==> src/rtl/battery_level_guard_defines.svh <==
// Assertion macros shared by the battery level guard RTL.
// No dependencies; included by modules that carry assertions.
`ifndef BATTERY_LEVEL_GUARD_DEFINES_SVH
`define BATTERY_LEVEL_GUARD_DEFINES_SVH

// Same-cycle implication, checked outside reset
`define BLG_ASSERT_IMP(label, clk, rst_n, ante, cons) \
    label: assert property (@(posedge clk) disable iff (!rst_n) (ante) |-> (cons)) \
        else $error("battery_level_guard: assertion failed");

// Next-cycle implication, checked outside reset
`define BLG_ASSERT_NEXT(label, clk, rst_n, ante, cons) \
    label: assert property (@(posedge clk) disable iff (!rst_n) (ante) |=> (cons)) \
        else $error("battery_level_guard: assertion failed");

`endif

==> src/rtl/blg_pkg.sv <==
// Types, register map and reset constants for the battery level guard.
// No dependencies; used by every module of the block.
`timescale 1ns / 1ps
`default_nettype none

package blg_pkg;

    localparam int TIME_WIDTH_DEF = 32;

    localparam int PCT_W      = 7;
    localparam int STREAK_W   = 8;
    localparam int COOLDOWN_W = 22;
    localparam int DELAY_W    = 16;
    localparam int LEVEL_W    = 8;
    localparam int TIER_W     = 2;

    localparam int APB_ADDR_W = 5;
    localparam int APB_DATA_W = 32;
    localparam int REG_IDX_W  = 3;

    localparam int S_TDATA_W = 16;
    localparam int M_TDATA_W = 16;

    // register indexes (byte address = 4 * index)
    localparam logic [REG_IDX_W-1:0] REG_LOW_WARN_PCT   = 3'd0;
    localparam logic [REG_IDX_W-1:0] REG_CRIT_PCT       = 3'd1;
    localparam logic [REG_IDX_W-1:0] REG_STREAK_TO_SHDN = 3'd2;
    localparam logic [REG_IDX_W-1:0] REG_LOW_COOLDOWN   = 3'd3;
    localparam logic [REG_IDX_W-1:0] REG_CRIT_COOLDOWN  = 3'd4;
    localparam logic [REG_IDX_W-1:0] REG_SHDN_DELAY     = 3'd5;
    localparam logic [REG_IDX_W-1:0] REG_TIER_TWO_PCT   = 3'd6;
    localparam logic [REG_IDX_W-1:0] REG_TIER_ONE_PCT   = 3'd7;

    localparam logic [PCT_W-1:0]      RST_LOW_WARN_PCT   = 7'd15;
    localparam logic [PCT_W-1:0]      RST_CRIT_PCT       = 7'd5;
    localparam logic [STREAK_W-1:0]   RST_STREAK_TO_SHDN = 8'd2;
    localparam logic [COOLDOWN_W-1:0] RST_LOW_COOLDOWN   = 22'd900000;
    localparam logic [COOLDOWN_W-1:0] RST_CRIT_COOLDOWN  = 22'd300000;
    localparam logic [DELAY_W-1:0]    RST_SHDN_DELAY     = 16'd3000;
    localparam logic [PCT_W-1:0]      RST_TIER_TWO_PCT   = 7'd10;
    localparam logic [PCT_W-1:0]      RST_TIER_ONE_PCT   = 7'd20;

    localparam logic OP_SAMPLE = 1'b0;
    localparam logic OP_TICK   = 1'b1;

    localparam logic [TIER_W-1:0] TIER_FULL = 2'd0;
    localparam logic [TIER_W-1:0] TIER_ONE  = 2'd1;
    localparam logic [TIER_W-1:0] TIER_TWO  = 2'd2;

    localparam logic [STREAK_W-1:0] STREAK_MAX = 8'hFF;

    typedef struct packed {
        logic [PCT_W-1:0]      low_warn_pct;
        logic [PCT_W-1:0]      crit_pct;
        logic [STREAK_W-1:0]   streak_to_shdn;
        logic [COOLDOWN_W-1:0] low_cooldown;
        logic [COOLDOWN_W-1:0] crit_cooldown;
        logic [DELAY_W-1:0]    shdn_delay;
        logic [PCT_W-1:0]      tier_two_pct;
        logic [PCT_W-1:0]      tier_one_pct;
    } cfg_t;

    // last member lands in bit 0, so tier_set is the lowest bit when packed
    typedef struct packed {
        logic              shutdown_now;
        logic              shutdown_notice;
        logic              warn_critical;
        logic [PCT_W-1:0]  warn_level;
        logic              warn_low;
        logic [TIER_W-1:0] power_tier;
        logic              tier_set;
    } result_t;

    localparam int RESULT_W = $bits(result_t);

endpackage

`default_nettype wire

==> src/rtl/blg_apb_regs.sv <==
// APB configuration registers of the battery level guard.
// Depends on blg_pkg for the register map and reset values.
`timescale 1ns / 1ps
`default_nettype none

module blg_apb_regs (
    input  wire logic                              clk,
    input  wire logic                              rst_n,
    input  wire logic                              psel,
    input  wire logic                              penable,
    input  wire logic                              pwrite,
    input  wire logic [blg_pkg::APB_ADDR_W-1:0]    paddr,
    input  wire logic [blg_pkg::APB_DATA_W-1:0]    pwdata,
    output logic      [blg_pkg::APB_DATA_W-1:0]    prdata,
    output logic                                   pready,
    output blg_pkg::cfg_t                          cfg
);

    blg_pkg::cfg_t                    cfg_reg;
    logic [blg_pkg::REG_IDX_W-1:0]    reg_idx;
    logic                             wr_en;

    assign pready  = 1'b1;
    assign reg_idx = paddr[blg_pkg::APB_ADDR_W-1:2];
    assign wr_en   = psel && penable && pwrite && pready;
    assign cfg     = cfg_reg;

    always_ff @(posedge clk or negedge rst_n)
    begin
        if (!rst_n)
        begin
            cfg_reg.low_warn_pct   <= blg_pkg::RST_LOW_WARN_PCT;
            cfg_reg.crit_pct       <= blg_pkg::RST_CRIT_PCT;
            cfg_reg.streak_to_shdn <= blg_pkg::RST_STREAK_TO_SHDN;
            cfg_reg.low_cooldown   <= blg_pkg::RST_LOW_COOLDOWN;
            cfg_reg.crit_cooldown  <= blg_pkg::RST_CRIT_COOLDOWN;
            cfg_reg.shdn_delay     <= blg_pkg::RST_SHDN_DELAY;
            cfg_reg.tier_two_pct   <= blg_pkg::RST_TIER_TWO_PCT;
            cfg_reg.tier_one_pct   <= blg_pkg::RST_TIER_ONE_PCT;
        end
        else if (wr_en)
        begin
            case (reg_idx)
                blg_pkg::REG_LOW_WARN_PCT:
                    cfg_reg.low_warn_pct <= pwdata[blg_pkg::PCT_W-1:0];
                blg_pkg::REG_CRIT_PCT:
                    cfg_reg.crit_pct <= pwdata[blg_pkg::PCT_W-1:0];
                blg_pkg::REG_STREAK_TO_SHDN:
                    cfg_reg.streak_to_shdn <= pwdata[blg_pkg::STREAK_W-1:0];
                blg_pkg::REG_LOW_COOLDOWN:
                    cfg_reg.low_cooldown <= pwdata[blg_pkg::COOLDOWN_W-1:0];
                blg_pkg::REG_CRIT_COOLDOWN:
                    cfg_reg.crit_cooldown <= pwdata[blg_pkg::COOLDOWN_W-1:0];
                blg_pkg::REG_SHDN_DELAY:
                    cfg_reg.shdn_delay <= pwdata[blg_pkg::DELAY_W-1:0];
                blg_pkg::REG_TIER_TWO_PCT:
                    cfg_reg.tier_two_pct <= pwdata[blg_pkg::PCT_W-1:0];
                blg_pkg::REG_TIER_ONE_PCT:
                    cfg_reg.tier_one_pct <= pwdata[blg_pkg::PCT_W-1:0];
                default:
                    ;
            endcase
        end
    end

    always_comb
    begin
        case (reg_idx)
            blg_pkg::REG_LOW_WARN_PCT:
                prdata = blg_pkg::APB_DATA_W'(cfg_reg.low_warn_pct);
            blg_pkg::REG_CRIT_PCT:
                prdata = blg_pkg::APB_DATA_W'(cfg_reg.crit_pct);
            blg_pkg::REG_STREAK_TO_SHDN:
                prdata = blg_pkg::APB_DATA_W'(cfg_reg.streak_to_shdn);
            blg_pkg::REG_LOW_COOLDOWN:
                prdata = blg_pkg::APB_DATA_W'(cfg_reg.low_cooldown);
            blg_pkg::REG_CRIT_COOLDOWN:
                prdata = blg_pkg::APB_DATA_W'(cfg_reg.crit_cooldown);
            blg_pkg::REG_SHDN_DELAY:
                prdata = blg_pkg::APB_DATA_W'(cfg_reg.shdn_delay);
            blg_pkg::REG_TIER_TWO_PCT:
                prdata = blg_pkg::APB_DATA_W'(cfg_reg.tier_two_pct);
            blg_pkg::REG_TIER_ONE_PCT:
                prdata = blg_pkg::APB_DATA_W'(cfg_reg.tier_one_pct);
            default:
                prdata = '0;
        endcase
    end

endmodule

`default_nettype wire

==> src/rtl/blg_core.sv <==
// Guard state (time, warn stamps, critical streak, shutdown countdown) and
// the single-pass decision logic. Depends on blg_pkg and the assertion header.
`timescale 1ns / 1ps
`default_nettype none
`include "battery_level_guard_defines.svh"

module blg_core #(
    parameter int TIME_WIDTH = blg_pkg::TIME_WIDTH_DEF
) (
    input  wire logic                            clk,
    input  wire logic                            rst_n,
    input  wire logic                            fire,
    input  wire logic                            opcode,
    input  wire logic signed [blg_pkg::LEVEL_W-1:0] level,
    input  wire logic                            charging,
    input  wire blg_pkg::cfg_t                   cfg,
    output blg_pkg::result_t                     result
);

    logic [TIME_WIDTH-1:0]           time_reg, time_next;
    logic [TIME_WIDTH-1:0]           low_stamp_reg, low_stamp_next;
    logic [TIME_WIDTH-1:0]           crit_stamp_reg, crit_stamp_next;
    logic [blg_pkg::STREAK_W-1:0]    streak_reg, streak_next;
    logic                            armed_reg, armed_next;
    logic [blg_pkg::DELAY_W-1:0]     remaining_reg, remaining_next;

    logic [blg_pkg::PCT_W-1:0]       lvl;
    logic [blg_pkg::STREAK_W-1:0]    streak_inc;
    logic [TIME_WIDTH-1:0]           low_elapsed;
    logic [TIME_WIDTH-1:0]           crit_elapsed;
    logic                            low_cooled;
    logic                            crit_cooled;

    assign lvl          = level[blg_pkg::PCT_W-1:0];
    assign streak_inc   = (streak_reg == blg_pkg::STREAK_MAX) ? streak_reg
                                                              : streak_reg + 1'b1;
    assign low_elapsed  = time_reg - low_stamp_reg;
    assign crit_elapsed = time_reg - crit_stamp_reg;
    assign low_cooled   = low_elapsed >= TIME_WIDTH'(cfg.low_cooldown);
    assign crit_cooled  = crit_elapsed >= TIME_WIDTH'(cfg.crit_cooldown);

    always_comb
    begin
        time_next       = time_reg;
        low_stamp_next  = low_stamp_reg;
        crit_stamp_next = crit_stamp_reg;
        streak_next     = streak_reg;
        armed_next      = armed_reg;
        remaining_next  = remaining_reg;
        result          = '0;

        if (opcode == blg_pkg::OP_TICK)
        begin
            time_next = time_reg + 1'b1;
            if (armed_reg)
            begin
                if (remaining_reg <= blg_pkg::DELAY_W'(1))
                begin
                    armed_next          = 1'b0;
                    remaining_next      = '0;
                    result.shutdown_now = 1'b1;
                end
                else
                begin
                    remaining_next = remaining_reg - 1'b1;
                end
            end
        end
        else if (!level[blg_pkg::LEVEL_W-1])
        begin
            result.tier_set = 1'b1;
            if (charging)
            begin
                result.power_tier = blg_pkg::TIER_FULL;
                streak_next       = '0;
                armed_next        = 1'b0;
                remaining_next    = '0;
            end
            else
            begin
                if (lvl <= cfg.tier_two_pct)
                    result.power_tier = blg_pkg::TIER_TWO;
                else if (lvl <= cfg.tier_one_pct)
                    result.power_tier = blg_pkg::TIER_ONE;
                else
                    result.power_tier = blg_pkg::TIER_FULL;

                if (lvl <= cfg.crit_pct)
                begin
                    streak_next = streak_inc;
                    if (crit_cooled)
                    begin
                        result.warn_critical = 1'b1;
                        crit_stamp_next      = time_reg;
                    end
                    // compare uses the streak including this sample
                    if ((streak_inc >= cfg.streak_to_shdn) && !armed_reg)
                    begin
                        armed_next             = 1'b1;
                        remaining_next         = cfg.shdn_delay;
                        result.shutdown_notice = 1'b1;
                    end
                end
                else
                begin
                    streak_next    = '0;
                    armed_next     = 1'b0;
                    remaining_next = '0;
                    if ((lvl <= cfg.low_warn_pct) && low_cooled)
                    begin
                        result.warn_low   = 1'b1;
                        result.warn_level = lvl;
                        low_stamp_next    = time_reg;
                    end
                end
            end
        end
    end

    always_ff @(posedge clk or negedge rst_n)
    begin
        if (!rst_n)
        begin
            time_reg       <= '0;
            low_stamp_reg  <= '0;
            crit_stamp_reg <= '0;
            streak_reg     <= '0;
            armed_reg      <= 1'b0;
            remaining_reg  <= '0;
        end
        else if (fire)
        begin
            time_reg       <= time_next;
            low_stamp_reg  <= low_stamp_next;
            crit_stamp_reg <= crit_stamp_next;
            streak_reg     <= streak_next;
            armed_reg      <= armed_next;
            remaining_reg  <= remaining_next;
        end
    end

    // countdown value is only meaningful while armed
    `BLG_ASSERT_IMP(a_idle_count_zero, clk, rst_n, !armed_reg, remaining_reg == '0)
    `BLG_ASSERT_IMP(a_now_needs_armed, clk, rst_n, fire && result.shutdown_now, armed_reg)
    `BLG_ASSERT_NEXT(a_notice_arms, clk, rst_n, fire && result.shutdown_notice, armed_reg)
    `BLG_ASSERT_NEXT(a_crit_keeps_streak, clk, rst_n,
        fire && result.warn_critical, streak_reg != '0)

endmodule

`default_nettype wire

==> src/rtl/battery_level_guard.sv <==
// Battery level guard: one item is accepted per clock cycle when the output
// side keeps up. Each accepted item yields exactly one result. The result
// passes the input register, one pass of compare and count logic and the
// result register before it is offered on the result stream. While a result
// waits, the input register can still take one more item. Configuration
// registers are written over APB at byte address 4*index; the user must write
// them only while no item is in flight, and the block does not enforce this.
// Depends on blg_pkg, blg_apb_regs and blg_core.
`timescale 1ns / 1ps
`default_nettype none

module battery_level_guard #(
    parameter int TIME_WIDTH = blg_pkg::TIME_WIDTH_DEF
) (
    input  wire logic                              clk,
    input  wire logic                              rst_n,
    // input stream
    input  wire logic                              s_tvalid,
    output logic                                   s_tready,
    input  wire logic [blg_pkg::S_TDATA_W-1:0]     s_tdata,  // level[7:0], charging[8]
    input  wire logic                              s_tuser,  // opcode[0]
    // result stream
    output logic                                   m_tvalid,
    input  wire logic                              m_tready,
    // tier_set[0], power_tier[2:1], warn_low[3], warn_level[10:4],
    // warn_critical[11], shutdown_notice[12], shutdown_now[13]
    output logic      [blg_pkg::M_TDATA_W-1:0]     m_tdata,
    // configuration
    input  wire logic                              psel,
    input  wire logic                              penable,
    input  wire logic                              pwrite,
    input  wire logic [blg_pkg::APB_ADDR_W-1:0]    paddr,
    input  wire logic [blg_pkg::APB_DATA_W-1:0]    pwdata,
    output logic      [blg_pkg::APB_DATA_W-1:0]    prdata,
    output logic                                   pready
);

    blg_pkg::cfg_t                          cfg;
    blg_pkg::result_t                       result;

    logic                                   in_valid_reg;
    logic                                   in_opcode_reg;
    logic signed [blg_pkg::LEVEL_W-1:0]     in_level_reg;
    logic                                   in_charging_reg;
    logic                                   out_valid_reg;
    blg_pkg::result_t                       out_data_reg;
    logic                                   fire;

    assign fire     = in_valid_reg && (!out_valid_reg || m_tready);
    assign s_tready = !in_valid_reg || fire;
    assign m_tvalid = out_valid_reg;
    assign m_tdata  = blg_pkg::M_TDATA_W'(out_data_reg);

    always_ff @(posedge clk or negedge rst_n)
    begin
        if (!rst_n)
        begin
            in_valid_reg  <= 1'b0;
            out_valid_reg <= 1'b0;
        end
        else
        begin
            if (s_tready)
                in_valid_reg <= s_tvalid;
            if (fire)
                out_valid_reg <= 1'b1;
            else if (m_tready)
                out_valid_reg <= 1'b0;
        end
    end

    always_ff @(posedge clk)
    begin
        if (s_tvalid && s_tready)
        begin
            in_opcode_reg   <= s_tuser;
            in_level_reg    <= s_tdata[blg_pkg::LEVEL_W-1:0];
            in_charging_reg <= s_tdata[blg_pkg::LEVEL_W];
        end
        if (fire)
            out_data_reg <= result;
    end

    blg_apb_regs u_regs (
        .clk     (clk),
        .rst_n   (rst_n),
        .psel    (psel),
        .penable (penable),
        .pwrite  (pwrite),
        .paddr   (paddr),
        .pwdata  (pwdata),
        .prdata  (prdata),
        .pready  (pready),
        .cfg     (cfg)
    );

    blg_core #(
        .TIME_WIDTH (TIME_WIDTH)
    ) u_core (
        .clk      (clk),
        .rst_n    (rst_n),
        .fire     (fire),
        .opcode   (in_opcode_reg),
        .level    (in_level_reg),
        .charging (in_charging_reg),
        .cfg      (cfg),
        .result   (result)
    );

endmodule

`default_nettype wire
==> config.mk <==
export PLATFORM = sky130hd
export DESIGN_NAME = battery_level_guard
export DESIGN_NICKNAME = d
export VERILOG_FILES = /design/src/rtl/blg_pkg.sv /design/src/rtl/blg_apb_regs.sv /design/src/rtl/blg_core.sv /design/src/rtl/battery_level_guard.sv
export VERILOG_INCLUDE_DIRS = /design/src /design/src/rtl
export SDC_FILE = /design/constraint.sdc
export NUM_CORES = 1
export LEC_CHECK = 0
export BUFFER_PORTS_ARGS = -buffer_cell sky130_fd_sc_hd__clkbuf_2
export CORE_ASPECT_RATIO = 1.5
export CORE_MARGIN = 2
export CORE_UTILIZATION = 55
export DETAILED_ROUTE_END_ITERATION = 7
export PLACE_DENSITY = 0.72
export SETUP_SLACK_MARGIN = 0.02
export SYNTH_ARGS = -nofsm -noshare
export SYNTH_HDL_FRONTEND = slang
export SYNTH_SLANG_ARGS = --single-unit
==> constraint.sdc <==
create_clock -name clk -period 6.2 [get_ports clk]
set_clock_uncertainty 0.2 [all_clocks]
set_input_delay 0 -clock clk [delete_from_list [all_inputs] [get_ports clk]]
set_output_delay 0 -clock clk [all_outputs]
set_load 0.02 [all_outputs]
Word level (Yosys, flattened, before mapping)
Cells that the tools add are included.
- $add $sub $neg: 5
- order comparisons: 8
- equality and inequality tests: 11
- muxes and demuxes: 27
- bitwise logic cells: 5
- reduce and logical (&&, ||, !) cells: 33
- operator list (operator ; number):
    32-bit one-hot mux with 8 select lines ; 1
    16-bit two-way mux ; 7
    32-bit by 22-bit greater-or-equal comparator with 1-bit output ; 2
    32-bit subtractor ; 2
    32-bit by 1-bit adder with 32-bit output (second input constant) ; 1
    8-bit two-way mux ; 4
    7-bit <= comparator ; 4
    2-bit AND reduction ; 10
    16-bit by 1-bit <= comparator with 1-bit output (second input constant) ; 1
    16-bit by 1-bit subtractor with 16-bit output (second input constant) ; 1
    1-bit two-way mux ; 14
    3-bit equality test (second input constant) ; 4
    6-bit AND reduction ; 2
    4-bit OR reduction ; 3
    8-bit by 1-bit adder with 8-bit output (second input constant) ; 1
    8-bit equality test (second input constant) ; 1
    8-bit greater-or-equal comparator ; 1
    3-bit by 2-bit equality test with 1-bit output (second input constant) ; 2
    1-bit logical AND ; 6
    3-bit AND reduction ; 2
    1-bit inverter ; 5
    5-bit OR reduction ; 1
    4-bit inequality test (second input constant) ; 1
    4-bit AND reduction ; 1
    other kinds (9) ; 12
- register bits after elaboration: 243
- logic and storage cells: 116

Longest topological paths before layout
Gate-level depths: netlist (run 1).
- depth after elaboration: 9
- depth in mapped cells: 24
- depth with buffers taken out: 23

Modules after synthesis
From an unflattened synthesis (run 1), not the netlist that was laid out.
- cell total of the unflattened synthesis: 1668
- area, all modules: 16783.6 um^2
- by module, submodules not included (module ; times used ; cells each ; area an instance (um^2) ; seq. area each (um^2)):
    blg_core ; 1 ; 1309 ; 11389.7 ; 3027.9
    blg_apb_regs ; 1 ; 324 ; 4550.6 ; 2448.6
    battery_level_guard ; 1 ; 35 ; 843.3 ; 770.7

Worst setup path after synthesis (run 1)
Ideal clock, no wire load.
- kind: register to register
- start point: reg u_core.time_reg[0]
- end point: reg u_core.low_stamp_reg[23]
- library setup time: 0.125 ns
- arrival: 5.007 ns
- slack: 0.868 ns
- stages on the path, launching flop included: 24
- buffers on the path: 1
- path through: dfrtp_1 inv_1 ha_1 inv_1 fa_1 a21o_1 a221oi_2 o211ai_1 nand2_1 o21a_1 o21ai_0 a221oi_1 o21bai_1 xor2_1 ha_1 a21oi_1 o21ai_0 a211o_1 a311oi_1 nand4_1 nor4b_2 a311o_1 buf_4 mux2_2
- word-level cells in the longest chain between the ends: 4
- ends and longest elaborated chain (item ; RTL line ; source):
    from (decl) ; blg_core.sv:20 ; logic [TIME_WIDTH-1:0] time_reg, time_next;
    from (signal assigned) ; blg_core.sv:133 ; time_reg <= time_next;
    32-bit subtractor ; blg_core.sv:37 ; assign low_elapsed = time_reg - low_stamp_reg;
    32-bit by 22-bit greater-or-equal comparator with 1-bit output ; blg_core.sv:39 ; assign low_cooled = low_elapsed >= TIME_WIDTH'(cfg.low_cooldown);
    1-bit logical AND ; blg_core.sv:109 ; if ((lvl <= cfg.low_warn_pct) && low_cooled)
    6-bit AND reduction (no line) ; - ;
    to (signal assigned) ; blg_core.sv:134 ; low_stamp_reg <= low_stamp_next;
    to (decl) ; blg_core.sv:21 ; logic [TIME_WIDTH-1:0] low_stamp_reg, low_stamp_next;
No other way between the ends.
A chain may end at the register's enable or synchronous reset.

Final worst setup path (run 1)
- start point: reg u_core.time_reg[0]
- end point: reg u_core.low_stamp_reg[18]
The elaborated chain is that of the path after synthesis.

==> summary by stage, run 1 <==
Clock network
The buffer type at the clock tree root is clkbuf_16. The later pin in the worst-skew pair is clocked with a latency of 550 ps. The total clock sinks is 243. Clock-pin slew was measured on the worst setup and hold paths at 60 ps. Counting the buffers created by CTS gives 25.

The total number of H-tree levels is 1. The clock passes through at most 3 buffers. The clock tree from TritonCTS is built.

Global route
The pin count of the biggest net entering global routing is 96. The first-pass GRT wire length is 75.2 mm. The number of global-route vias before repair came to 14200.

The aggregate global routing overflow is 0. The initial antenna violation count was 0. For this run, the total global-route usage over all layers was measured as 29.5%.

Routing
Across all layers, the routed design uses 14500 vias. The residual DRC count is 0. The detail-routed net length per standard cell is 19.8 µm. In this run, the number of DRC markers left after iteration 0 of detailed routing was 748. In the routed layout, each cell is associated on average with a via count of 6.00. The number of search-and-repair iterations in the first detailed-routing pass is 5. The antenna violation net count after detailed routing is 0. The routed design has 47.6 mm of wire.

Synth
By area the synthesized netlist is led by dfrtp_1, ha_1, dfstp_2, o21ai_0, nand2_1. The cell accounting for the most synthesized area is dfrtp_1. The sequential fraction of the synthesis area is 37.1%. The mean instance size in the synthesized netlist is 8.93 µm².

The cell area after synthesis is 0.0168 mm². After synthesis, the share of flip-flops with an asynchronous set or reset is 90.1%. Summed over its instances, the top area cell type makes up 27.1% of the synthesized netlist area. Yosys printed 0 warnings. The cell count after synthesis is 1883.

The synthesis-stage register bit count is 243. Counting flops with a built-in enable in the synthesized netlist gives 24. The count of unique library cells instantiated by Yosys is 77.

The primary flip-flop cell chosen by synthesis mapping is dfrtp_1.

Timing
The post-route clock period utilization is 94.6%. The clock period could shrink to 5860 ps. The hold slack is 34.2 ps. The worst-case headroom to the max-slew limit is 23.7%. The final count of pins violating max slew came to 0. At the pin with the least slew margin, the transition time is 1140 ps.

The timing-limited maximum frequency is 171 MHz. The final-layout setup total negative slack is 0 ps. The final-report hold violation count is 0. Setup violations remaining at the end of the flow were counted as 0.

Finish
The number of diodes is 0. In the layout the commonest cells are nand2_1, dfrtp_1, o21ai_0. The number of inserted filler cells in the final layout is 2529. The layout cell share with drive strength beyond 1 is 13.8%.

The final instance area is 0.0190 mm². The number of flip-flops under the largest register name is 96. The area of the multi-input gates is 0.00966 mm².

In the final design database the tool counted 2200 nets. The library cell used most frequently in the layout, excluding fill and tap cells, is nand2_1. The sequential cells in the finished layout cover a total of 0.00625 mm².

The area growth from synthesis to layout is 12.9%. After the flow finishes, the layout carries non-filler instances totaling 2409.

Placement
The count of input and output buffers is 79. At the end of routability-driven placement, the weighted congestion stood at 0.933. The post-place instance area is 0.0175 mm².

The HPWL after detailed placement is 35.1 mm. The post-placement cell count is 2303.

Job
Max-cap violations in this run came to 0.

Die
The horizontal die dimension is 147 µm. The initial utilization of the core area, before any placement, comes to 55.8%. The number of placement rows is 78. The overall die area is 0.0320 mm². The floorplan step set the die height to 218 µm. The total area inside the core boundary comes to 0.0302 mm². During I/O placement, the number of pins put on the boundary was 112.

Worst setup path
The required arrival time at the worst endpoint is 6420 ps. STA classifies the critical path startpoint as a flip-flop. By startpoint and endpoint, the worst setup path is classified as flip-flop to flip-flop. STA classifies the critical path endpoint as a flip-flop. At the worst endpoint, the arrival time is 6080 ps. Of all nets on the critical path, the largest fanout is 16.

The depth of the most critical reg-to-reg path is 23.

Outcome
The flow ran to the end, and the final reports show no timing, DRC or antenna violations.

Power and ir drop
The peak ir drop on the vdd network is 0.000251 V. The completed layout was analyzed and its total power is 7.50 mW. The static leakage is 8.77 nW. In this run the power density over the cells is 395 mW/mm².

Hold path
The worst hold path class is input pin to flip-flop. Counting instances, the worst hold path has a depth of 4.
[path summary, 6_finish.rpt]
check,startpoint,end,slack (ps)
max in group asynchronous,rst_n,u_regs.cfg[50]$_DFFE_PN0P_,4520
min in group asynchronous,rst_n,u_regs.cfg[2]$_DFFE_PN1P_,360
worst max-delay path,u_core.time_reg[0]$_DFFE_PN0P_,u_core.low_stamp_reg[18]$_DFFE_PN0P_,340
worst max register to register,u_core.time_reg[0]$_DFFE_PN0P_,u_core.low_stamp_reg[18]$_DFFE_PN0P_,340
worst min register to register,u_core.low_stamp_reg[19]$_DFFE_PN0P_,u_core.low_stamp_reg[19]$_DFFE_PN0P_,290
worst min-delay path,pwdata[18],u_regs.cfg[70]$_DFFE_PN1P_,30
[critical path, stage by stage, from the launching register on]
cell,delay [ps]
dfrtp_2,440
inv_1,110
ha_1,190
inv_1,60
fa_1,410
a21o_1,220
a221oi_4,280
o211ai_1,150
nand2_1,130
o21a_1,170
o21ai_1,130
a221oi_2,340
o21bai_1,130
xor2_1,160
ha_1,330
a21oi_1,150
o21ai_0,110
a211o_1,320
a311oi_2,230
nand4_1,170
nor4b_4,410
a311o_2,340
clkbuf_16,220
mux2_1,340
[report_power, final]
group          switching, mW  internal, mW
clock network          0.641         0.833
logic                   2.37          1.56
registers              0.203          1.89
total                   3.22          4.28
[layout make-up]
| type | instances | area share, % |
|---|---|---|
| clock inverter | 6 | 0.290 |
| tap | 400 | 2.64 |
| sequential | 243 | 32.9 |
| timing repair buffer | 161 | 6.38 |
| inverter | 159 | 3.14 |
| clock buffer | 39 | 3.78 |
| multi-input combinational | 1401 | 50.9 |
[timing repair]
action                                  4_1_cts  5_1_grt
resized for setup                             1        8
endpoints found under the hold margin       218        0
pin swaps                                     0        7
gates cloned                                  0        1
hold buffers                                 57        0
setup buffers                                 0        3
endpoints found under the setup margin       39       40
[cell families (layout without fill, tap and decap cells)]
kind of cell | Yosys count | after routing | synth area share [%]
other cells | 2 | 13 | 0.0446
xor+xnor | 84 | 84 | 4.37
fa+ha+maj | 148 | 148 | 11.1
mux | 98 | 98 | 7.13
compound gates | 509 | 509 | 18.8
simple gates | 549 | 549 | 15.2
buf+inv | 250 | 365 | 6.14
flops | 243 | 243 | 37.1
[stage by stage]
step / utilization [%] / setup WS (ps)
3_5_place_dp: 58.1 / -69.9
5_1_grt: 63.0 / -18.4
3_3_place_gp: 58.1 / 132
4_1_cts: 62.7 / 24.7
6_report: 63.0 / 336
2_1_floorplan: - / 868
[synth_stat cells (16+ instances only)]
library cell,count
nand2_1,212
a21oi_1,113
inv_1,158
clkbuf_1,57
o21ai_1,33
o21ai_0,174
xnor2_1,54
ha_1,146
dfstp_2,37
mux2_2,65
nor2_1,116
edfxtp_1,24
a21o_1,26
dfrtp_1,182
o21a_1,19
nand3_1,50
a32oi_1,40
nand4_1,33
nor2b_1,17
buf_4,16
nor3_1,36
xor2_1,30
[routing by layer]
metal	wire, µm	part of all wire [%]	track usage, %	vias up
li1	-	-	-	6923
met1	17600	37	32.0	6962
met2	24600	52	54.7	429
met3	1840	3.9	2.65	152
met4	3630	7.6	19.4	0
met5	0	0	0	-
Note: power is estimated with default switching activity, not from simulation.
==> inputs of run 2 (changes only) <==
--- a/config.mk
+++ b/config.mk
@@ -8,7 +8,7 @@
 export LEC_CHECK = 0
 export BUFFER_PORTS_ARGS = -buffer_cell sky130_fd_sc_hd__clkbuf_2
 export CORE_ASPECT_RATIO = 1.5
-export CORE_MARGIN = 2
+export CORE_MARGIN = 3
 export CORE_UTILIZATION = 55
 export DETAILED_ROUTE_END_ITERATION = 7
 export PLACE_DENSITY = 0.72
==> summary by stage, run 2 (same netlist as run 1, synthesis figures left out) <==
Outcome
The run finished with clean final reports.

Timing
The final count of pins violating max slew is 0 (unchanged). Setup repair after global routing left no endpoint under its margin. The slew of the pin with the lowest slew margin was 1180 ps (+45.2 ps). The final setup slack of the worst path is 400 ps (+64.6 ps).

The final-report hold violation count was 0 (unchanged). The timing-limited maximum frequency is 172 MHz (+1.1%). The final-layout setup total negative slack is 0 ps (unchanged).

The total setup violations reported at the end of the flow is 0 (unchanged). The worst-case headroom to the max-slew limit is 20.7% (-3.0 points). The post-route clock period utilization came to 93.5% (-1.0 points).

The post-layout minimum cycle time was 5800 ps (-64.6 ps).

Routing
The initial detailed-routing violation count is 906 (+21%). The final wirelength came to 48.6 mm (+2.2%). The residual DRC count came to 0 (unchanged). The antenna violation net count after detailed routing is 0 (unchanged). The number of search-and-repair iterations in the first detailed-routing pass came to 5 (unchanged). The detail-routed net length per standard cell is 20.2 µm (+2.3%).

The average vias per placed instance is 6.06 (+0.85%). The via count came to 14600 (+0.81%).

Worst setup path
The critical path goes through inv_1 > ha_1 > inv_1 > fa_1 > a21o_1 > a221oi_4 > o211ai_1 > nand2_1 > o21a_1 > o21ai_2 > a221oi_2 > o21bai_1 > xor2_1 > ha_1 > a21oi_1 > o21ai_0 > a211o_1 > a311oi_2 > nand4_1 > nor4b_4 > buf_4 > a311o_2 > clkbuf_16 > mux2_2. The dominant delay contributor by cell family on the critical path is compound AO/OA/AOI/OAI gates. The endpoint identified for the worst register-to-register timing path is u_core.low_stamp_reg[14]$_DFFE_PN0P_. The worst path buffer plus inverter count came to 4 (+1). The kind of critical path is flip-flop to flip-flop. The critical path depth is 24 (+4.3%).

STA classifies the critical path endpoint as a flip-flop. The startpoint identified for the worst register-to-register timing path is u_core.time_reg[0]$_DFFE_PN0P_. The timing startpoint of the critical path is u_core.time_reg[0]$_DFFE_PN0P_. The arrival time reported for the critical path endpoint is 6020 ps (-60 ps). The largest fanout of any net on the critical path is 10 (-6). The largest incremental delay on the critical path is 440 ps (about the same).

The register-to-register setup slack is 400 ps (+60 ps). The library cell contributing the largest single delay on the critical path is dfrtp_2. The startpoint type of the worst setup path is a flip-flop. The required arrival time at the worst endpoint is 6420 ps (about the same). The depth of the most critical reg-to-reg path is 24 (+4.3%). The capture point of the critical path is u_core.low_stamp_reg[14]$_DFFE_PN0P_.

Finish
The number of diodes is 0 (unchanged). The count of placed standard cells in the final layout, fillers left out is 2408 (-0.042%). The area added between synthesis and finish is 13.2%. The final core utilization is 64.0% (+0.99 points).

The number of inserted filler cells in the final layout is 2537 (+0.32%). Leaving out fill and tap cells, the most frequent cells in the layout are nand2_1, dfrtp_1, o21ai_0. The total area of sequential cells was 0.00625 mm² (unchanged). The post-layout net count came to 2202 (+0.091%). The number of flip-flops under the largest register name came to 96 (unchanged).

The area of the multi-input gates is 0.00965 mm² (about the same). Leaving out fill and tap cells, the most frequent cell in the layout is nand2_1. The layout cell share with drive strength beyond 1 was 14.0% (+0.17 points).

Power and ir drop
The fraction of power spent switching nets was 42.6% (-0.31 points). The combinational fraction of design power is 52.0% (-0.4 points). The static leakage is 8.81 nW (+0.42%). The net switching component of the power is 3.21 mW (-0.19%). The part of the total power dissipated in the clock network is 20.3% (+0.6 points). The peak ir drop on the vdd network is 0.000275 V (+9.7%). The total power divided by cell area came to 396 mW/mm² (+0.26%). The total internal power is 4.33 mW (+1.1%). The part of the power in registers is 27.7% (-0.2 points).

Clock network
The total clock sinks is 243 (unchanged). The total number of H-tree levels is 1 (unchanged). The clock transition at the registers of the reported paths was 60 ps (about the same). The worst-skew pair later-pin latency was 550 ps (about the same). Clock tree synthesis selected as its root buffer the cell clkbuf_16. TritonCTS built the clock tree. The clock buffer count from CTS is 26 (+4.0%). The maximum clock path buffer count is 3 (unchanged).

Die
The horizontal die dimension is 149 µm (+1.4%). The die extent in y is 220 µm (+0.92%). The number of placed I/O pins is 112 (unchanged). The core area is 0.0298 mm² (-1.3%).

The overall die area was 0.0328 mm² (+2.3%). The effective utilization at floorplan is 56.5% (+0.72 points). The number of placement rows is 77 (-1.3%).

Global route
The number of global-route vias before repair is 14600 (+3.1%). The all-layer global routing usage was 29.5% (about the same). The aggregate global routing overflow is 0 (unchanged). The first-pass GRT wire length was 77.2 mm (+2.6%). The pin count of the biggest net entering global routing came to 81 (-16%). The initial antenna violation count is 0 (unchanged).

Placement
The post-placement cell count came to 2301 (-0.087%). The count of input and output buffers is 79 (unchanged). The placer congestion estimate is 0.944 (+1.2%).

The minimum setup slack after placement came to 23.0 ps (+93.0 ps). The HPWL reported at the end of detailed placement is 35.8 mm (+1.9%).

Job
The number of max-capacitance violations reported is 0 (unchanged).

Hold path
In this run the worst hold path is classified as input pin to flip-flop.
-- run 2: cell count changes in the layout (fill, tap and decap cells not counted), sizes merged --
cell         before  now
clkbuf          118  120
dlygate4sd3      56   54
clkinvlp          0    1
buf              26   29
-- run 2: cell type report --
class / count / share of cell area, %
well taps: 395 / 2.60
clock buffers: 41 / 3.98
inverters: 159 / 3.13
repair buffers: 162 / 6.41
flip-flops and latches: 243 / 32.8
multi-input cells: 1401 / 50.7
clock inverters: 7 / 0.368
-- run 2: worst min path at each step --
| stage | startpoint | to | slack, ps | cells past startpoint |
|---|---|---|---|---|
| 4_1_cts | pwdata[17] | u_regs.cfg[47]$_DFFE_PN0P_ | 10 | 4 |
| 5_1_grt | pwdata[17] | u_regs.cfg[69]$_DFFE_PN0P_ | 40 | 4 |
| 6_report | pwdata[17] | u_regs.cfg[47]$_DFFE_PN0P_ | 30 | 4 |
| 3_3_place_gp | rst_n | m_tvalid$_DFFE_PN0P_ | -150 | 1 |
| 2_1_floorplan | rst_n | in_valid_reg$_DFFE_PN0N_ | -500 | 0 |
| 3_5_place_dp | rst_n | in_valid_reg$_DFFE_PN0N_ | -150 | 1 |
-- run 2: metal layers --
metal	global-route usage, %	share of wire (%)	up-vias
li1	-	-	6939
met1	31.8	37	7058
met2	54.7	52	433
met3	2.72	3.6	153
met4	19.8	7.7	0
met5	0	0	-
-- run 2: per-stage QoR --
stage | hold WS [ps] | total power [mW] | cell area [µm²]
2_1_floorplan | -496 | 4.73 | 16900
5_1_grt | 42.8 | 8.07 | 19000
3_5_place_dp | -148 | 5.84 | 17500
3_3_place_gp | -146 | 5.71 | 17500
4_1_cts | 12.6 | 7.43 | 18900
6_report | 25.8 | 7.54 | 19000
-- run 2: power groups by stage --
stage	logic, mW	clock network [mW]	registers [mW]
after floorplan	2.67	0	2.06
after global placement	3.61	0	2.10
after detailed placement	3.73	0	2.11
after CTS	3.79	1.55	2.08
after global routing	4.34	1.62	2.12
final	3.92	1.53	2.09
-- run 2: worst reg2reg max path, cell delays in order, from the launching register on --
cell and delay (ps):
dfrtp_2 440, inv_1 110, ha_1 190, inv_1 60, fa_1 400, a21o_1 220
a221oi_4 280, o211ai_1 150, nand2_1 110, o21a_1 180, o21ai_2 100, a221oi_2 380
o21bai_1 120, xor2_1 160, ha_1 320, a21oi_1 150, o21ai_0 110, a211o_1 320
a311oi_2 250, nand4_1 180, nor4b_4 290, buf_4 170, a311o_2 280, clkbuf_16 200
mux2_2 330
-- run 2: repair_timing --
action                                  4_1_cts  5_1_grt
hold buffers                                 55        0
gates resized for setup                       1       12
endpoints found under the setup margin       28       40
buffers inserted                              0        3
pin swaps                                     0        9
hold endpoints to repair                    202        0
cloned                                        0        1
==> inputs of run 3 (changes only) <==
--- a/config.mk
+++ b/config.mk
@@ -15,4 +15,5 @@
 export SETUP_SLACK_MARGIN = 0.02
 export SYNTH_ARGS = -nofsm -noshare
 export SYNTH_HDL_FRONTEND = slang
+export SYNTH_HIERARCHICAL = 1
 export SYNTH_SLANG_ARGS = --single-unit
==> constraint.sdc (replaced) <==
create_clock -name clk -period 7 [get_ports clk]
set_clock_uncertainty 0.2 [all_clocks]
set_input_delay 0 -clock clk [delete_from_list [all_inputs] [get_ports clk]]
set_output_delay 0 -clock clk [all_outputs]
set_load 0.02 [all_outputs]
==> summary by stage, run 3 <==
Timing
The final-report hold violation count is 0 (unchanged). The final count of pins violating max slew is 0 (unchanged). The final-layout setup total negative slack came to 0 ps (unchanged).

The post-layout minimum cycle time is 6180 ps (+378 ps). The slew of the pin with the lowest slew margin was 1280 ps (+102 ps). Setup repair after global routing left no endpoint under its margin. The hold slack is 78.2 ps (+52.5 ps). The total setup violations reported at the end of the flow is 0 (unchanged). The worst-case headroom to the max-slew limit is 14.3% (-6.5 points). The post-route clock period utilization is 88.3% (-5.3 points). The timing-limited maximum frequency is 162 MHz (-6.1%).

Hold path
In this run the worst hold path is classified as input pin to flip-flop.

Synth
The warning count from the yosys run came to 6 (+6). The adder-cell share of the synthesized area was 11.1% (+0.024 points). The share of cell area taken by muxes after synthesis is 13.6% (+6.5 points). The xor/xnor cell area share of the yosys netlist is 4.33% (-0.043 points). The fraction of registers with async set or reset after synthesis is 90.1% (unchanged).

The cell area after synthesis is 0.0168 mm² (-0.22%). For this run, the leading register cell type out of synthesis is dfrtp_1. The sequential fraction of the synthesis area is 37.2% (+0.080 points).

The synthesis-stage register bit count came to 243 (unchanged). The cell count after synthesis was 1668 (-11%). The fraction of the mapped netlist area in compound gates was 15.4% (-3.5 points). The number of enable-type register cells in the synthesized netlist is 24 (unchanged).

The share of Yosys cell area claimed by the top area cell type is 27.1% (+0.059 points). The cell accounting for the most synthesized area is dfrtp_1. The combinational family with the most area after synthesis is compound AO/OA/AOI/OAI gates. The mean instance size in the synthesized netlist is 10.1 µm² (+13%).

The leading cell type by number of instances after synthesis is dfrtp_1. Ranked by instance count, the synthesized netlist is headed by dfrtp_1, inv_1, ha_1. The count of unique library cells instantiated by Yosys came to 97 (+26%). Yosys attributes the largest share of cell area to dfrtp_1, ha_1, mux2_2, dfstp_2, edfxtp_1. The post-synthesis share of cell area spent on and, or, nand and nor gates was 12.2% (-3.1 points).

Finish
The post-layout net count is 1995 (-9.4%). The final instance area is 0.0188 mm² (-1.4%). The library cells used most frequently in the layout, excluding fill and tap cells, are dfrtp_1, inv_1, ha_1.

The total area of sequential cells is 0.00625 mm² (about the same). From synthesis to final layout, the design area changed by 11.9%. The library cell used most frequently in the layout, excluding fill and tap cells, is dfrtp_1. The area of the multi-input gates is 0.00956 mm² (-1.0%). The layout cell share with drive strength beyond 1 is 19.0% (+5.0 points). The number of inserted filler cells in the final layout is 2480 (-2.2%). The number of diodes was 0 (unchanged).

The number of flip-flops under the largest register name came to 96 (unchanged). The final core utilization is 63.1% (-0.89 points).

Global route
The all-layer global routing usage is 27.0% (-2.5 points). The aggregate global routing overflow is 0 (unchanged). The first-pass GRT wire length is 70.7 mm (-8.5%). The pin count of the biggest net entering global routing is 74 (-8.6%).

The number of global-route vias before repair came to 13400 (-8.8%). The initial antenna violation count was 0 (unchanged).

Die
The horizontal die dimension is 149 µm (-0.10%). The die extent in y is 220 µm (-0.11%). The number of placement rows came to 77 (unchanged).

The effective utilization at floorplan came to 56.4% (-0.12 points). The overall die area is 0.0327 mm² (-0.21%). The number of placed I/O pins is 112 (unchanged). The core area came to 0.0298 mm² (unchanged).

Power and ir drop
The total power divided by cell area is 340 mW/mm² (-14%). The static leakage was 8.99 nW (+2.1%). The peak ir drop on the vdd network came to 0.000329 V (+19%).

Worst setup path
STA classifies the critical path endpoint as a flip-flop. The library cell contributing the largest single delay on the critical path is nand3_2. The required arrival time at the worst endpoint is 7220 ps (+800 ps). The critical path goes through inv_1 > ha_1 > inv_1 > fa_1 > a211oi_1 > o21bai_1 > a21oi_1 > o31ai_2 > a21boi_1 > o21ai_0 > xnor2_1 > ha_1 > o21ai_0 > o21ai_0 > a211oi_1 > a21oi_1 > nor4b_1 > nand3_1 > a211oi_1 > nand4_2 > nand3_2 > mux2_2. The arrival time reported for the critical path endpoint is 6390 ps (+370 ps). The startpoint type of the worst setup path is a flip-flop. The kind of critical path is flip-flop to flip-flop.

The largest fanout of any net on the critical path was 32 (+22). The largest incremental delay on the critical path is 690 ps (+250 ps).

Routing
The final wirelength is 44.0 mm (-9.6%). The average vias per placed instance is 5.95 (-1.8%). The detail-routed net length per standard cell is 20.0 µm (-1.0%). The number of search-and-repair iterations in the first detailed-routing pass is 5 (unchanged). The initial detailed-routing violation count is 639 (-29%). The antenna violation net count after detailed routing is 0 (unchanged). The via count is 13100 (-10%). The residual DRC count is 0 (unchanged).

Outcome
The flow ran to the end, and the final reports show no timing, DRC or antenna violations.

Clock network
The maximum clock path buffer count is 3 (unchanged). The total clock sinks is 243 (unchanged). The buffer type at the clock tree root is clkbuf_16. The clock transition at the registers of the reported paths came to 60 ps (about the same).

TritonCTS built the clock tree. The total number of H-tree levels is 1 (unchanged). The worst-skew pair later-pin latency is 550 ps (about the same).

The clock buffer count from CTS is 25 (-3.8%). The number of resized instances in the post-cts repair step came to 0 (-1).

Placement
The count of input and output buffers came to 79 (unchanged). The HPWL reported at the end of detailed placement is 32.9 mm (-7.9%). The placer congestion estimate came to 0.924 (-2.1%).

The post-place instance area is 0.0174 mm² (-0.71%).

Job
The number of max-capacitance violations reported was 0 (unchanged).
run 3: timing repair:
| action | CTS | global route |
|---|---|---|
| setup buffers | 0 | 0 |
| hold buffers | 52 | 0 |
| hold endpoints to repair | 194 | 0 |
run 3: cell families after synthesis:
| family | after synthesis |
|---|---|
| and+or+nand+nor | 386 |
| adders and majority gates | 148 |
| muxes | 194 |
| DFF | 243 |
| AOI/OAI and AO/OA | 385 |
| buffers and inverters | 226 |
| other | 3 |
| xor gates and xnor gates | 83 |
run 3: path summary, 6_finish.rpt:
kind                                                      start                                   end  slack [ps]  depth (start not counted)
setup / recovery                 u_core/time_reg[0]$_DFFE_PN0P_  u_core/low_stamp_reg[18]$_DFFE_PN0P_         820                         22
hold / removal                                       pwdata[19]            u_regs/cfg[49]$_DFFE_PN0P_          80                          3
setup reg to reg                 u_core/time_reg[0]$_DFFE_PN0P_  u_core/low_stamp_reg[18]$_DFFE_PN0P_         820                         22
hold reg to reg            u_core/low_stamp_reg[10]$_DFFE_PN0P_  u_core/low_stamp_reg[10]$_DFFE_PN0P_         290                          1
max in group asynchronous                                 rst_n  u_core/low_stamp_reg[27]$_DFFE_PN0P_        5190                          4
min in group asynchronous                                 rst_n            u_regs/cfg[82]$_DFFE_PN1P_         460                          3
run 3: final cells by class:
cell class / instances / area share, %
Clock buffer: 35 / 3.70
Timing Repair Buffer: 145 / 5.58
Multi-Input combinational cell: 1209 / 50.9
Inverter: 162 / 3.24
Sequential cell: 243 / 33.3
Tap cell: 395 / 2.63
Clock inverter: 11 / 0.686
run 3: metal layers:
layer	part of all wire (%)	track usage, %	vias up
met5	0	0	-
met4	6.4	15.6	0
met3	3.1	2.55	130
met2	52	49.6	298
met1	39	30.2	6425
li1	-	-	6233
run 3: where the power goes:
part           leakage (nW)  internal (mW)  switching [mW]
sequential             3.06           1.65           0.185
combinational          5.53           1.45            1.75
clock                 0.397          0.776           0.574
total                  8.99           3.88            2.51
run 3: worst max-delay path: cells and delay by family, from the launching register on:
family / cells / cell delay, ps
flip-flops: 1 / 450
multiplexers: 1 / 410
adder cells (fa/ha/maj): 3 / 870
AND/OR/NAND/NOR: 4 / 1410
AO/OA/AOI/OAI: 11 / 2280
XOR/XNOR: 1 / 210
buffers and inverters: 2 / 190
run 3: through the flow:
| step | instances | setup slack [ps] | power [mW] |
|---|---|---|---|
| global route | 2200 | 287 | 6.91 |
| finish | 2200 | 822 | 6.38 |
| global placement | 2102 | 984 | 4.87 |
| CTS | 2200 | 788 | 6.39 |
| floorplan | 1678 | 2110 | 4.23 |
| detailed placement | 2102 | 845 | 4.99 |
